<file path="src/hw/rtl/z85_pkg.sv">
// Shared types, constants and the character map of the Z85 byte encoder.
// No dependencies; the pack, queue, back-end and top-level files refer to it by scoped name.
package z85_pkg;

	// One closed group of four bytes on its way from the front to the back end
	typedef struct packed {
		logic [31:0] word;
		logic        last;
	} grp_t;

	localparam int Z85_FIFO_DEPTH = 2;
	localparam int Z85_GROUP_CHARS = 5;

	// floor(x / 85) == (x * Z85_MAGIC) >> Z85_SHIFT for every 32-bit x
	localparam logic [31:0] Z85_MAGIC = 32'hC0C0C0C1;
	localparam int Z85_SHIFT = 38;

	localparam logic [8*85-1:0] Z85_ALPHABET =
		"0123456789abcdefghijklmnopqrstuvwxyzABCDEFGHIJKLMNOPQRSTUVWXYZ.-:+=^!/*?&<>()[]{}@%$#";

	// Map a base-85 digit to its ASCII character; first character sits in the top byte
	function automatic logic [7:0] z85_char(input logic [6:0] digit);
		logic [9:0] pos;
		pos = 10'(8 * (84 - int'(digit)));
		if (digit > 7'd84) begin
			z85_char = 8'h30;
		end else begin
			z85_char = Z85_ALPHABET[pos +: 8];
		end
	endfunction

endpackage

</file>
<file path="src/hw/rtl/z85_pack.sv">
// Front end: accepts bytes, gathers them big-endian and closes groups.
// Depends on z85_pkg (grp_t).
module z85_pack (
	input  logic              clk,
	input  logic              arst_n,
	input  logic              s_tvalid,
	output logic              s_tready,
	input  logic [7:0]        s_tdata,
	input  logic              s_tlast,
	output logic              push_valid,
	input  logic              push_ready,
	output z85_pkg::grp_t     push_data
);

	logic [23:0] acc_q;
	logic [1:0]  cnt_q;
	logic        accept;
	logic        close;

	assign s_tready = push_ready;
	assign accept   = s_tvalid && s_tready;
	assign close    = (cnt_q == 2'd3) || s_tlast;

	// Left-align the group; missing low bytes pad with zero
	always_comb begin
		case (cnt_q)
			2'd0:    push_data.word = {s_tdata, 24'd0};
			2'd1:    push_data.word = {acc_q[7:0], s_tdata, 16'd0};
			2'd2:    push_data.word = {acc_q[15:0], s_tdata, 8'd0};
			default: push_data.word = {acc_q, s_tdata};
		endcase
		push_data.last = s_tlast;
	end

	assign push_valid = accept && close;

	always_ff @(posedge clk or negedge arst_n) begin
		if (!arst_n) begin
			acc_q <= '0;
			cnt_q <= '0;
		end else if (accept) begin
			if (close) begin
				acc_q <= '0;
				cnt_q <= '0;
			end else begin
				acc_q <= {acc_q[15:0], s_tdata};
				cnt_q <= cnt_q + 2'd1;
			end
		end
	end

endmodule

</file>
<file path="src/hw/rtl/z85_fifo.sv">
// Short group queue between the front and back ends.
// Depends on z85_pkg (grp_t).
module z85_fifo #(
	parameter int DEPTH = z85_pkg::Z85_FIFO_DEPTH
) (
	input  logic              clk,
	input  logic              arst_n,
	input  logic              in_valid,
	output logic              in_ready,
	input  z85_pkg::grp_t     in_data,
	output logic              out_valid,
	input  logic              out_ready,
	output z85_pkg::grp_t     out_data
);

	localparam int AW = (DEPTH > 1) ? $clog2(DEPTH) : 1;
	localparam int CW = $clog2(DEPTH + 1);

	z85_pkg::grp_t mem_q [DEPTH];
	logic [AW-1:0] wr_ptr_q;
	logic [AW-1:0] rd_ptr_q;
	logic [CW-1:0] count_q;
	logic          push;
	logic          pop;

	assign in_ready  = (count_q != CW'(DEPTH));
	assign out_valid = (count_q != '0);
	assign out_data  = mem_q[rd_ptr_q];
	assign push      = in_valid && in_ready;
	assign pop       = out_valid && out_ready;

	always_ff @(posedge clk) begin
		if (push) begin
			mem_q[wr_ptr_q] <= in_data;
		end
	end

	always_ff @(posedge clk or negedge arst_n) begin
		if (!arst_n) begin
			wr_ptr_q <= '0;
			rd_ptr_q <= '0;
			count_q  <= '0;
		end else begin
			if (push) begin
				wr_ptr_q <= (wr_ptr_q == AW'(DEPTH - 1)) ? '0 : wr_ptr_q + AW'(1);
			end
			if (pop) begin
				rd_ptr_q <= (rd_ptr_q == AW'(DEPTH - 1)) ? '0 : rd_ptr_q + AW'(1);
			end
			case ({push, pop})
				2'b10:   count_q <= count_q + CW'(1);
				2'b01:   count_q <= count_q - CW'(1);
				default: count_q <= count_q;
			endcase
		end
	end

endmodule

</file>
<file path="src/hw/rtl/z85_back.sv">
// Back end: splits a group word into five base-85 digits and streams the characters.
// Depends on z85_pkg (grp_t, divide-by-85 constants, character map).
module z85_back (
	input  logic              clk,
	input  logic              arst_n,
	input  logic              pop_valid,
	output logic              pop_ready,
	input  z85_pkg::grp_t     pop_data,
	output logic              m_tvalid,
	input  logic              m_tready,
	output logic [7:0]        m_tdata,
	output logic              m_tuser,
	output logic              m_tlast
);

	localparam logic [1:0] ST_IDLE = 2'd0;
	localparam logic [1:0] ST_RUN  = 2'd1;
	localparam logic [1:0] ST_DONE = 2'd2;
	localparam logic [2:0] LAST_STEP = 3'(z85_pkg::Z85_GROUP_CHARS - 1);

	logic [1:0]  cst_q;
	logic [2:0]  step_q;
	logic [31:0] x_q;
	logic [31:0] q_q;
	logic [6:0]  dig_q [z85_pkg::Z85_GROUP_CHARS];
	logic        last_q;

	logic        ebusy_q;
	logic [2:0]  eidx_q;
	logic [6:0]  ebuf_q [z85_pkg::Z85_GROUP_CHARS];
	logic        elast_q;

	logic        m_tvalid_q;
	logic [7:0]  m_tdata_q;
	logic        m_tuser_q;
	logic        m_tlast_q;

	logic [31:0] mul_in;
	logic [63:0] prod;
	logic [31:0] quo;
	logic [31:0] q85;
	logic [31:0] diff;
	logic [6:0]  rem;
	logic        take;
	logic        out_load;

	assign pop_ready = (cst_q == ST_IDLE);

	// One multiply per cycle; its product is registered in q_q before reuse
	assign mul_in = (cst_q == ST_IDLE) ? pop_data.word : q_q;
	assign prod   = {32'd0, mul_in} * {32'd0, z85_pkg::Z85_MAGIC};
	assign quo    = 32'(prod[63:z85_pkg::Z85_SHIFT]);

	assign q85  = (q_q << 6) + (q_q << 4) + (q_q << 2) + q_q;
	assign diff = x_q - q85;
	assign rem  = diff[6:0];

	assign take     = (cst_q == ST_DONE) && !ebusy_q;
	assign out_load = ebusy_q && (!m_tvalid_q || m_tready);

	always_ff @(posedge clk or negedge arst_n) begin
		if (!arst_n) begin
			cst_q  <= ST_IDLE;
			step_q <= '0;
		end else begin
			unique case (cst_q)
				ST_IDLE: begin
					if (pop_valid) begin
						cst_q  <= ST_RUN;
						step_q <= '0;
					end
				end
				ST_RUN: begin
					if (step_q == LAST_STEP) begin
						cst_q <= ST_DONE;
					end else begin
						step_q <= step_q + 3'd1;
					end
				end
				ST_DONE: begin
					if (take) begin
						cst_q <= ST_IDLE;
					end
				end
				default: cst_q <= ST_IDLE;
			endcase
		end
	end

	// Digits come out least significant first
	always_ff @(posedge clk) begin
		if (cst_q == ST_IDLE) begin
			if (pop_valid) begin
				x_q    <= pop_data.word;
				q_q    <= quo;
				last_q <= pop_data.last;
			end
		end else if (cst_q == ST_RUN) begin
			dig_q[step_q] <= rem;
			x_q           <= q_q;
			q_q           <= quo;
		end
	end

	always_ff @(posedge clk) begin
		if (take) begin
			ebuf_q  <= dig_q;
			elast_q <= last_q;
		end
		if (out_load) begin
			m_tdata_q <= z85_pkg::z85_char(ebuf_q[LAST_STEP - eidx_q]);
			m_tuser_q <= (eidx_q == LAST_STEP);
			m_tlast_q <= (eidx_q == LAST_STEP) && elast_q;
		end
	end

	always_ff @(posedge clk or negedge arst_n) begin
		if (!arst_n) begin
			ebusy_q    <= 1'b0;
			eidx_q     <= '0;
			m_tvalid_q <= 1'b0;
		end else begin
			if (take) begin
				ebusy_q <= 1'b1;
				eidx_q  <= '0;
			end else if (out_load) begin
				if (eidx_q == LAST_STEP) begin
					ebusy_q <= 1'b0;
				end else begin
					eidx_q <= eidx_q + 3'd1;
				end
			end
			if (out_load) begin
				m_tvalid_q <= 1'b1;
			end else if (m_tready) begin
				m_tvalid_q <= 1'b0;
			end
		end
	end

	assign m_tvalid = m_tvalid_q;
	assign m_tdata  = m_tdata_q;
	assign m_tuser  = m_tuser_q;
	assign m_tlast  = m_tlast_q;

endmodule

</file>
<file path="src/hw/rtl/z85_byte_encoder_core.sv">
// Z85 byte encoder, top level: byte stream in, Z85 character stream out.
// Depends on z85_pkg, z85_pack, z85_fifo and z85_back.
//
// Usage
//   Slave side: one message byte per request in s_tdata; s_tlast marks the final
//   byte of a message and closes the group, padding missing low bytes with zeros.
//   Master side: one ASCII character per request in m_tdata; m_tuser is set on
//   the fifth character of each group, m_tlast on the fifth character of the
//   group that a final byte closed.
//   Path: a closed group passes through the queue and the digit unit into the
//   character buffer, whose five characters leave one a cycle while m_tready
//   is high. Group rate is set by the digit unit, which loads a group, runs five
//   divide-by-85 steps on its single multiplier and hands the digits over, and
//   takes no new group from the queue until the hand-over is done.
//   Bytes that do not close a group are taken every cycle while the queue has room.
//   Reset: arst_n clears the byte gatherer, the queue and both stream stages;
//   no character is pending afterwards.
//   Stall: m_tready held low freezes the output register; the digit buffer and
//   the group queue then fill, and s_tready drops only once the queue is full.
module z85_byte_encoder_core #(
	parameter int FIFO_DEPTH = z85_pkg::Z85_FIFO_DEPTH
) (
	input  logic       clk,
	input  logic       arst_n,
	input  logic       s_tvalid,
	output logic       s_tready,
	input  logic [7:0] s_tdata,   // [7:0] data_byte
	input  logic       s_tlast,
	output logic       m_tvalid,
	input  logic       m_tready,
	output logic [7:0] m_tdata,   // [7:0] out_char
	output logic       m_tuser,   // [0] group_last
	output logic       m_tlast
);

	logic          push_valid;
	logic          push_ready;
	z85_pkg::grp_t push_data;
	logic          pop_valid;
	logic          pop_ready;
	z85_pkg::grp_t pop_data;

	// Gather bytes and hand each closed group to the queue
	z85_pack u_pack (
		.clk        (clk),
		.arst_n     (arst_n),
		.s_tvalid   (s_tvalid),
		.s_tready   (s_tready),
		.s_tdata    (s_tdata),
		.s_tlast    (s_tlast),
		.push_valid (push_valid),
		.push_ready (push_ready),
		.push_data  (push_data)
	);

	// Hold closed groups so the front keeps taking bytes while the back is busy
	z85_fifo #(
		.DEPTH (FIFO_DEPTH)
	) u_fifo (
		.clk       (clk),
		.arst_n    (arst_n),
		.in_valid  (push_valid),
		.in_ready  (push_ready),
		.in_data   (push_data),
		.out_valid (pop_valid),
		.out_ready (pop_ready),
		.out_data  (pop_data)
	);

	// Convert each group to five characters, most significant digit first
	z85_back u_back (
		.clk       (clk),
		.arst_n    (arst_n),
		.pop_valid (pop_valid),
		.pop_ready (pop_ready),
		.pop_data  (pop_data),
		.m_tvalid  (m_tvalid),
		.m_tready  (m_tready),
		.m_tdata   (m_tdata),
		.m_tuser   (m_tuser),
		.m_tlast   (m_tlast)
	);

endmodule

</file>
<file path="config.mk">
export PLATFORM = sky130hd
export DESIGN_NAME = z85_byte_encoder_core
export DESIGN_NICKNAME = d
export VERILOG_FILES = /design/src/hw/rtl/z85_pkg.sv /design/src/hw/rtl/z85_pack.sv /design/src/hw/rtl/z85_fifo.sv /design/src/hw/rtl/z85_back.sv /design/src/hw/rtl/z85_byte_encoder_core.sv
export SDC_FILE = /design/constraint.sdc
export NUM_CORES = 1
export LEC_CHECK = 0
export ABC_AREA = 1
export BUFFER_PORTS_ARGS = -buffer_cell sky130_fd_sc_hd__buf_2
export CORE_ASPECT_RATIO = 0.5
export CORE_MARGIN = 4
export CORE_UTILIZATION = 30
export CTS_BUF_LIST = sky130_fd_sc_hd__clkbuf_8
export DETAILED_ROUTE_END_ITERATION = 10
export GPL_TIMING_DRIVEN = 0
export HOLD_SLACK_MARGIN = 0.06
export SYNTH_ARGS = -nofsm -noshare
export SYNTH_HDL_FRONTEND = slang
export SYNTH_SLANG_ARGS = --single-unit
export TNS_END_PERCENT = 1
</file>
<file path="constraint.sdc">
create_clock -name clk -period 21.1 [get_ports clk]
set_clock_uncertainty 0.2 [all_clocks]
set_input_delay 3.165 -clock clk [delete_from_list [all_inputs] [get_ports clk]]
set_output_delay 3.165 -clock clk [all_outputs]
set_load 0.005 [all_outputs]
</file>
=== After elaboration in Yosys (flattened, before gate mapping) ===
Memories as Yosys holds them, arrays and structs flattened.
Index checks and enable logic that the tools add are counted.

* Register bits: 161
* Memory bits (writable): 66
* Input port bits: 13
* Output and inout bits: 12
* Logic and storage cells: 128
* Memories: 1

{| class="wikitable"
|+ Memory list
! memory !! depth !! bits a word !! read ports !! clocked after memory_dff !! write ports !! line !! text
|-
| u_fifo.mem_q || 2 || 33 || 1 || 0 || 1 || z85_fifo.sv:19 || <nowiki>z85_pkg::grp_t mem_q [DEPTH];</nowiki>
|}

* Add/sub/neg operators: 13
* Multipliers: 1
* Order comparisons: 4
* Equal/unequal tests: 15
* Shift operators: 1
* Mux-type cells: 36
* Bitwise operators: 3
* Reduce and logical (&&, ||, !) cells: 27

{| class="wikitable"
|+ Operators with widths
! operator !! number
|-
| 680-bit by 11-bit indexed part select with 8-bit output (first input constant) || 1
|-
| 32-bit 2-to-1 mux || 4
|-
| 32-bit case mux with 3 select lines || 1
|-
| 32-bit by 32-bit multiplier with 64-bit output (second input constant) || 1
|-
| 7-bit 2-to-1 mux || 6
|-
| 35-bit bitwise mux || 1
|-
| 24-bit 2-to-1 mux || 1
|-
| 7-bit adder || 3
|-
| 7-bit binary-select mux with 3-bit select || 1
|-
| 7-bit demux with 3-bit select || 1
|-
| 3-bit 2-to-1 mux || 5
|-
| 2-bit nonzero test || 6
|-
| 2-bit AND reduction || 5
|-
| 1-bit 2-to-1 mux || 9
|-
| 2-bit == test (second input constant) || 4
|-
| 4-bit greater-or-equal comparator (second input constant) || 2
|-
| 1-bit logical AND || 8
|-
| 2-bit 2-to-1 mux || 4
|-
| 2-bit by 1-bit inequality test with 1-bit output (second input constant) || 4
|-
| 3-bit NOT with 4-bit output || 2
|-
| 7-bit > comparator (second input constant) || 1
|-
| 7-bit subtractor || 1
|-
| 7-bit subtractor (first input constant) || 1
|-
| 3-bit by 1-bit adder with 3-bit output (second input constant) || 2
|-
| other kinds (16) || 26
|}

=== Logic depth before layout (Yosys ltp) ===
* Depth in word-level cells: 7
* Gate-level depth with buffers: 31
* Depth with buffers taken out: 30

=== Modules after synthesis ===
Synthesis repeated with hierarchy kept, for this count alone.

* Cells, all modules: 2,474
* Area, all modules: 21,936.0 um2

{| class="wikitable"
|+ Modules (own cells, without submodules)
! module !! instances !! cells an instance !! area an instance (um2) !! sequential area each (um2)
|-
| z85_back || 1 || 2,001 || 17,485.5 || 3,673.5
|-
| z85_fifo || 1 || 202 || 2,711.4 || 2,082.0
|-
| z85_pack || 1 || 271 || 1,739.2 || 650.6
|}

=== Least setup slack after synthesis ===
Ideal clock, no wire load.

* Path kind: register -> register
* Start point: register u_back.cst_q[1]
* End point: register u_back.q_q[24] (data pin)
* Arrival: 6.501 ns
* Setup slack: 14.147 ns
* Cell stages (with the launch flop): 28
* Clock period less this slack: 6.953 ns
* Cell sequence: dfrtp_1 nor2_2 clkinv_1 clkbuf_1 nor2_1 o21ai_0 o21ai_0 ha_1 ha_1 fa_1 fa_1 inv_1 fa_1 inv_1 fa_1 fa_1 ha_1 ha_1 a21oi_1 inv_1 nor2_1 o21ai_0 a31oi_1 nor2_1 a211oi_1 nand2_1 nand2_1 nand2_1

* Cells in the longest elaborated chain, start to end: 5
* Elaborated cells on any way between the ends: 6

{| class="wikitable"
|+ Ends and longest elaborated chain
! element !! line !! text
|-
| start: declaration || z85_back.sv:21 || <nowiki>logic [1:0] cst_q;</nowiki>
|-
| start signal: assignment || z85_back.sv:63 || <nowiki>cst_q <= ST_IDLE;</nowiki>
|-
| start signal: assignment || z85_back.sv:69 || <nowiki>cst_q <= ST_RUN;</nowiki>
|-
| start signal: assignment || z85_back.sv:75 || <nowiki>cst_q <= ST_DONE;</nowiki>
|-
| 2-bit zero test * || z85_back.sv:50 || <nowiki>assign mul_in = (cst_q == ST_IDLE) ? pop_data.word : q_q;</nowiki>
|-
| 32-bit 2-to-1 mux * || z85_back.sv:50 ||
|-
| 32-bit by 32-bit multiplier with 64-bit output * || z85_back.sv:51 || <nowiki>assign prod = {32'd0, mul_in} * {32'd0, z85_pkg::Z85_MAGIC};</nowiki>
|-
| via u_back.prod[62] || z85_back.sv:39 || <nowiki>logic [63:0] prod;</nowiki>
|-
| 32-bit 2-to-1 mux (on tied branches) || z85_back.sv:98, z85_back.sv:93 ||
|-
| 32-bit 2-to-1 mux * || z85_back.sv:92 || <nowiki>if (cst_q == ST_IDLE) begin</nowiki>
|-
| end signal: assignment || z85_back.sv:95 || <nowiki>q_q <= quo;</nowiki>
|-
| end signal: assignment || z85_back.sv:101 || <nowiki>q_q <= quo;</nowiki>
|-
| end: declaration || z85_back.sv:24 || <nowiki>logic [31:0] q_q;</nowiki>
|}

Mark *: on every way through the listed nets, which the timed path passes. The rest lies on a longest branch. The select of a mux whose other input is x is not followed.
A chain may end at the register's enable or synchronous reset.

=== Final worst setup path ===
* Start point: register u_back.cst_q[1]
* End point: register u_back.q_q[2] (data pin)

Same word-level chain as after synthesis.

==> PnR_summary.wiki <==
{| class="wikitable"
! Metric !! Value
|-
| Post CTS Setup Buffer Count || 0
|-
| Antenna viol nets, final || 0
|-
| Die span in y || 197 um
|-
| Hold Worst Slack || 216 ps
|-
| Highest clock rate || 112 MHz
|-
| Area of the die || 0.0757 mm2
|-
| Total routing resource utilization after global routing || 15.2%
|-
| Latest clock arrival within the worst-skew pair || 550 ps
|-
| Final-report max-slew violation count || 0
|-
| DP Wirelength || 48.7 mm
|-
| Number of antenna violations at the first check in global routing || 0
|-
| Total negative slack || 0 ps
|-
| Detail-routed net length per standard cell || 17.0 um
|-
| Count of buffering cells on the critical path with inverters included || 6
|-
| TritonCTS clock tree || yes
|-
| Share of the clock period used by the worst path after layout || 42.3%
|-
| Total via count after detailed routing || 15962
|-
| Share of the core filled with cells || 33.6%
|-
| Post-cts hold buffer count || 0
|-
| Worst Setup End Kind || flip-flop
|-
| Routability-driven placement congestion ratio || 0.962
|-
| Violation count after the first detailed-routing iteration || 1246
|-
| Post-placement cell count || 3302
|-
| Type of the worst min-delay path || flip-flop to flip-flop
|-
| DRC viols || 0
|-
| Total number of nets in the final design || 2927
|-
| #FFs+latches synth || 220
|-
| Endpoint required time on the critical path || 21170 ps
|-
| Startpoint of the most critical setup path || u_back.cst_q[1]$_DFFE_PN0P_
|-
| Yosys synthesis warning count || 0
|-
| Post-Synthesis Net Count || 2862
|-
| Setup repair after global routing missed its margin || false
|-
| Placeable core region || 0.0697 mm2
|-
| Most frequent CP cell || ha_1
|-
| Portion of the post-synthesis area used by sequential elements || 30.0%
|-
| Final-report hold violation count || 0
|-
| Share of cells above drive strength 1 || 5.08%
|-
| Clock-pin slew of the registers on the worst-case setup and hold paths || 60 ps
|-
| Pin count of the biggest net entering global routing || 41
|-
| Endpoint of the worst setup timing path || u_back.q_q[2]$_DFFE_PP_
|-
| Final Critical Period || 8930 ps
|-
| Count of flip-flops with a built-in enable after synthesis || 180
|-
| Area growth, synth to finish || 9.73%
|-
| Relative slew slack || 7.24%
|-
| Clock H-tree levels || 2
|-
| Maximum fanout along the worst path || 10
|-
| Path depth of the worst reg2reg path || 28
|-
| Clock tree sinks || 220
|-
| Run status || complete, no violations
|-
| Total length of routed wires || 57.3 mm
|-
| Top-level I/O count || 25
|-
| Cell at the root of the clock tree || clkbuf_8
|-
| Transition time at the pin with the least slew margin || 1380 ps
|-
| Std-Cell Rows || 68
|-
| Port-buffer cells || 23
|-
| # fillers || 7173
|-
| Family with the most delay on the worst path || adder cells
|-
| Gate count of the mapped netlist || 2330
|-
| Startpoint of the worst register-to-register path || u_back.cst_q[1]$_DFFE_PN0P_
|-
| First-pass GRT wire length || 90.3 mm
|-
| Library cell contributing the largest single delay on the critical path || o21ai_0
|-
| Critical register-to-register path endpoint || u_back.q_q[2]$_DFFE_PP_
|-
| Number of distinct library cells after synthesis || 48
|-
| Worst EP arrival || 9010 ps
|-
| Synthesized cell area || 0.0213 mm2
|-
| Instance count on the critical path || 28
|-
| Critical path type || flip-flop to flip-flop
|-
| Effective utilization at floorplan || 30.6%
|-
| Number of global-route vias before repair || 15932
|-
| Share of flip-flops with an asynchronous set or reset after synthesis || 18.2%
|-
| Critical Path Source Type || flip-flop
|-
| Avg Synthesized Cell Area || 9.16 um2
|-
| Number of maximum-capacitance constraint violations || 0
|-
| Horizontal extent of the die || 385 um
|-
| Count of endpoints failing setup in the final report || 0
|-
| Clock buffer count from CTS || 36
|-
| Via-per-instance ratio || 4.74
|-
| Main synth FF type || edfxtp_1
|-
| Total of cells resized after clock tree synthesis || 0
|-
| Largest stage delay, worst path || 800 ps
|-
| Detailed-routing iteration count for the pre-antenna-repair pass || 5
|-
| GR Overflow Total || 0
|-
| Deepest clock path buffer count || 3
|-
| Setup slack of the most critical reg-to-reg path || 12170 ps
|-
| Post-layout instance count excluding filler cells || 3368
|}
==> flip-flops by register name (all words and copies together) (netlist names) <==
signal / flops
u_fifo.mem_q: 66
u_back.dig_q: 35
u_back.ebuf_q: 35
u_back.q_q: 26
u_pack.acc_q: 24
u_back.m_tdata: 7
u_back.x_q: 7
u_back.eidx_q: 3
u_back.step_q: 3
u_back.cst_q: 2
u_fifo.count_q: 2
u_pack.cnt_q: 2
u_back.ebusy_q: 1
u_back.elast_q: 1
u_back.last_q: 1
u_back.m_tlast: 1
u_back.m_tuser: 1
u_back.m_tvalid: 1
u_fifo.rd_ptr_q: 1
u_fifo.wr_ptr_q: 1
==> cells by family (layout without fill, tap and decap cells) <==
family | Yosys count | count (layout) | share of synthesized area, %
AND/OR/NAND/NOR | 638 | 638 | 12.7
AO/OA/AOI/OAI | 328 | 328 | 8.65
XOR/XNOR | 40 | 40 | 1.64
flip-flops | 220 | 220 | 30.0
other | 1 | 3 | 0.0176
buffers and inverters | 584 | 675 | 10.5
adder cells (fa/ha/maj) | 519 | 519 | 36.4
==> routing by layer <==
layer / routed length [um] / part of all wire [%] / track usage, % / vias up
li1: - / - / - / 7692
met1: 25700 / 45 / 20.9 / 7711
met2: 26200 / 46 / 24.9 / 489
met3: 4410 / 7.7 / 3.18 / 70
met4: 1100 / 1.9 / 2.74 / 0
met5: 0 / 0 / 0 / -
==> through the flow <==
step / setup slack (ps) / instance area [um2]
3_3_place_gp: 12340 / 22600
2_1_floorplan: 14150 / 21300
3_5_place_dp: 12380 / 22700
6_report: 12170 / 23400
5_1_grt: 11590 / 23400
4_1_cts: 12340 / 23400
==> synthesized netlist by cell type (2+ instances only) <==
| library cell | n | area (um2) |
|---|---|---|
| buf_2 | 3 | 15.0 |
| a21boi_0 | 2 | 15.0 |
| a21oi_1 | 102 | 510 |
| xor2_1 | 24 | 210 |
| nand3b_1 | 2 | 15.0 |
| nor4_1 | 5 | 31.3 |
| ha_1 | 348 | 4350 |
| a211oi_1 | 8 | 60.1 |
| nand2_2 | 8 | 50.1 |
| nand2_1 | 297 | 1110 |
| nand4_1 | 7 | 43.8 |
| o22ai_1 | 15 | 93.8 |
| o21a_1 | 13 | 97.6 |
| inv_1 | 536 | 2010 |
| buf_4 | 4 | 30.0 |
| edfxtp_1 | 180 | 5410 |
| nor3_1 | 20 | 100 |
| inv_2 | 10 | 37.5 |
| nand3_2 | 3 | 30.0 |
| nand3_1 | 114 | 571 |
| o21ai_0 | 144 | 721 |
| a21o_1 | 2 | 15.0 |
| o21ai_1 | 4 | 20.0 |
| nor2_1 | 171 | 642 |
| a31oi_1 | 8 | 50.1 |
| a221oi_1 | 9 | 78.8 |
| fa_1 | 171 | 3420 |
| o221ai_1 | 8 | 70.1 |
| o311ai_0 | 3 | 26.3 |
| and3_1 | 3 | 18.8 |
| o21ai_2 | 2 | 17.5 |
| buf_6 | 5 | 56.3 |
| o31ai_1 | 2 | 15.0 |
| dfrtp_1 | 40 | 1000 |
| o211ai_1 | 2 | 15.0 |
| nand2_4 | 4 | 45.0 |
| xnor2_1 | 16 | 140 |
| clkbuf_1 | 25 | 93.8 |
==> placed cells by master (no fill, tap or decap), drive strengths merged, types with 2 or more instances in the layout <==
master / Yosys / routed
inv: 546 / 557
ha: 348 / 348
nand2: 309 / 309
edfxtp: 180 / 180
nor2: 173 / 173
fa: 171 / 171
o21ai: 151 / 151
nand3: 117 / 117
a21oi: 102 / 102
clkbuf: 25 / 61
dfrtp: 40 / 40
buf: 12 / 39
xor2: 24 / 24
nor3: 21 / 21
xnor2: 16 / 16
o22ai: 15 / 15
clkinv: 1 / 14
o21a: 13 / 13
a221oi: 9 / 9
o221ai: 8 / 8
a31oi: 8 / 8
a211oi: 8 / 8
nand4: 7 / 7
nor4: 5 / 5
and3: 3 / 3
o311ai: 3 / 3
clkinvlp: 0 / 3
a21boi: 3 / 3
nand3b: 3 / 3
diode: 0 / 2
o211ai: 2 / 2
a21o: 2 / 2
o31ai: 2 / 2
==> worst reg2reg max path: cells and delay by family, from the launching register on <==
kind	cells	cell delay, ps
fa+ha+maj	9	3550
simple gates	9	1740
compound gates	3	1370
buf+inv	6	940
xor+xnor	1	440
flops	1	400
==> worst min-delay path by stage <==
| stage | from | end | slack, ps | cells past startpoint |
|---|---|---|---|---|
| 3_3_place_gp | u_back.dig_q[8]$_DFFE_PP_ | u_back.ebuf_q[8]$_DFFE_PP_ | 200 | 0 |
| 5_1_grt | u_back.dig_q[34]$_DFFE_PP_ | u_back.ebuf_q[34]$_DFFE_PP_ | 220 | 0 |
| 2_1_floorplan | u_back.dig_q[0]$_DFFE_PP_ | u_back.ebuf_q[0]$_DFFE_PP_ | 200 | 0 |
| 6_report | u_back.dig_q[22]$_DFFE_PP_ | u_back.ebuf_q[22]$_DFFE_PP_ | 220 | 0 |
| 4_1_cts | u_back.dig_q[22]$_DFFE_PP_ | u_back.ebuf_q[22]$_DFFE_PP_ | 220 | 0 |
| 3_5_place_dp | u_back.dig_q[14]$_DFFE_PP_ | u_back.ebuf_q[14]$_DFFE_PP_ | 200 | 0 |
==> area by class of cell <==
type                            instances  area (um2)  area share, %
Antenna cell                            2        5.00         0.0214
Clock buffer                           36         495           2.12
Timing Repair Buffer                   27         203          0.866
Clock inverter                         28         166          0.711
Buffer                                 37         195          0.834
Multi-Input combinational cell       1526       12700           54.3
Sequential cell                       220        6410           27.4
Inverter                              547        2050           8.77
Tap cell                              945        1180           5.05
Power is left out: the tool's default activity adds up to more than one toggle a clock period on the data nets, which glitch-free logic cannot reach.
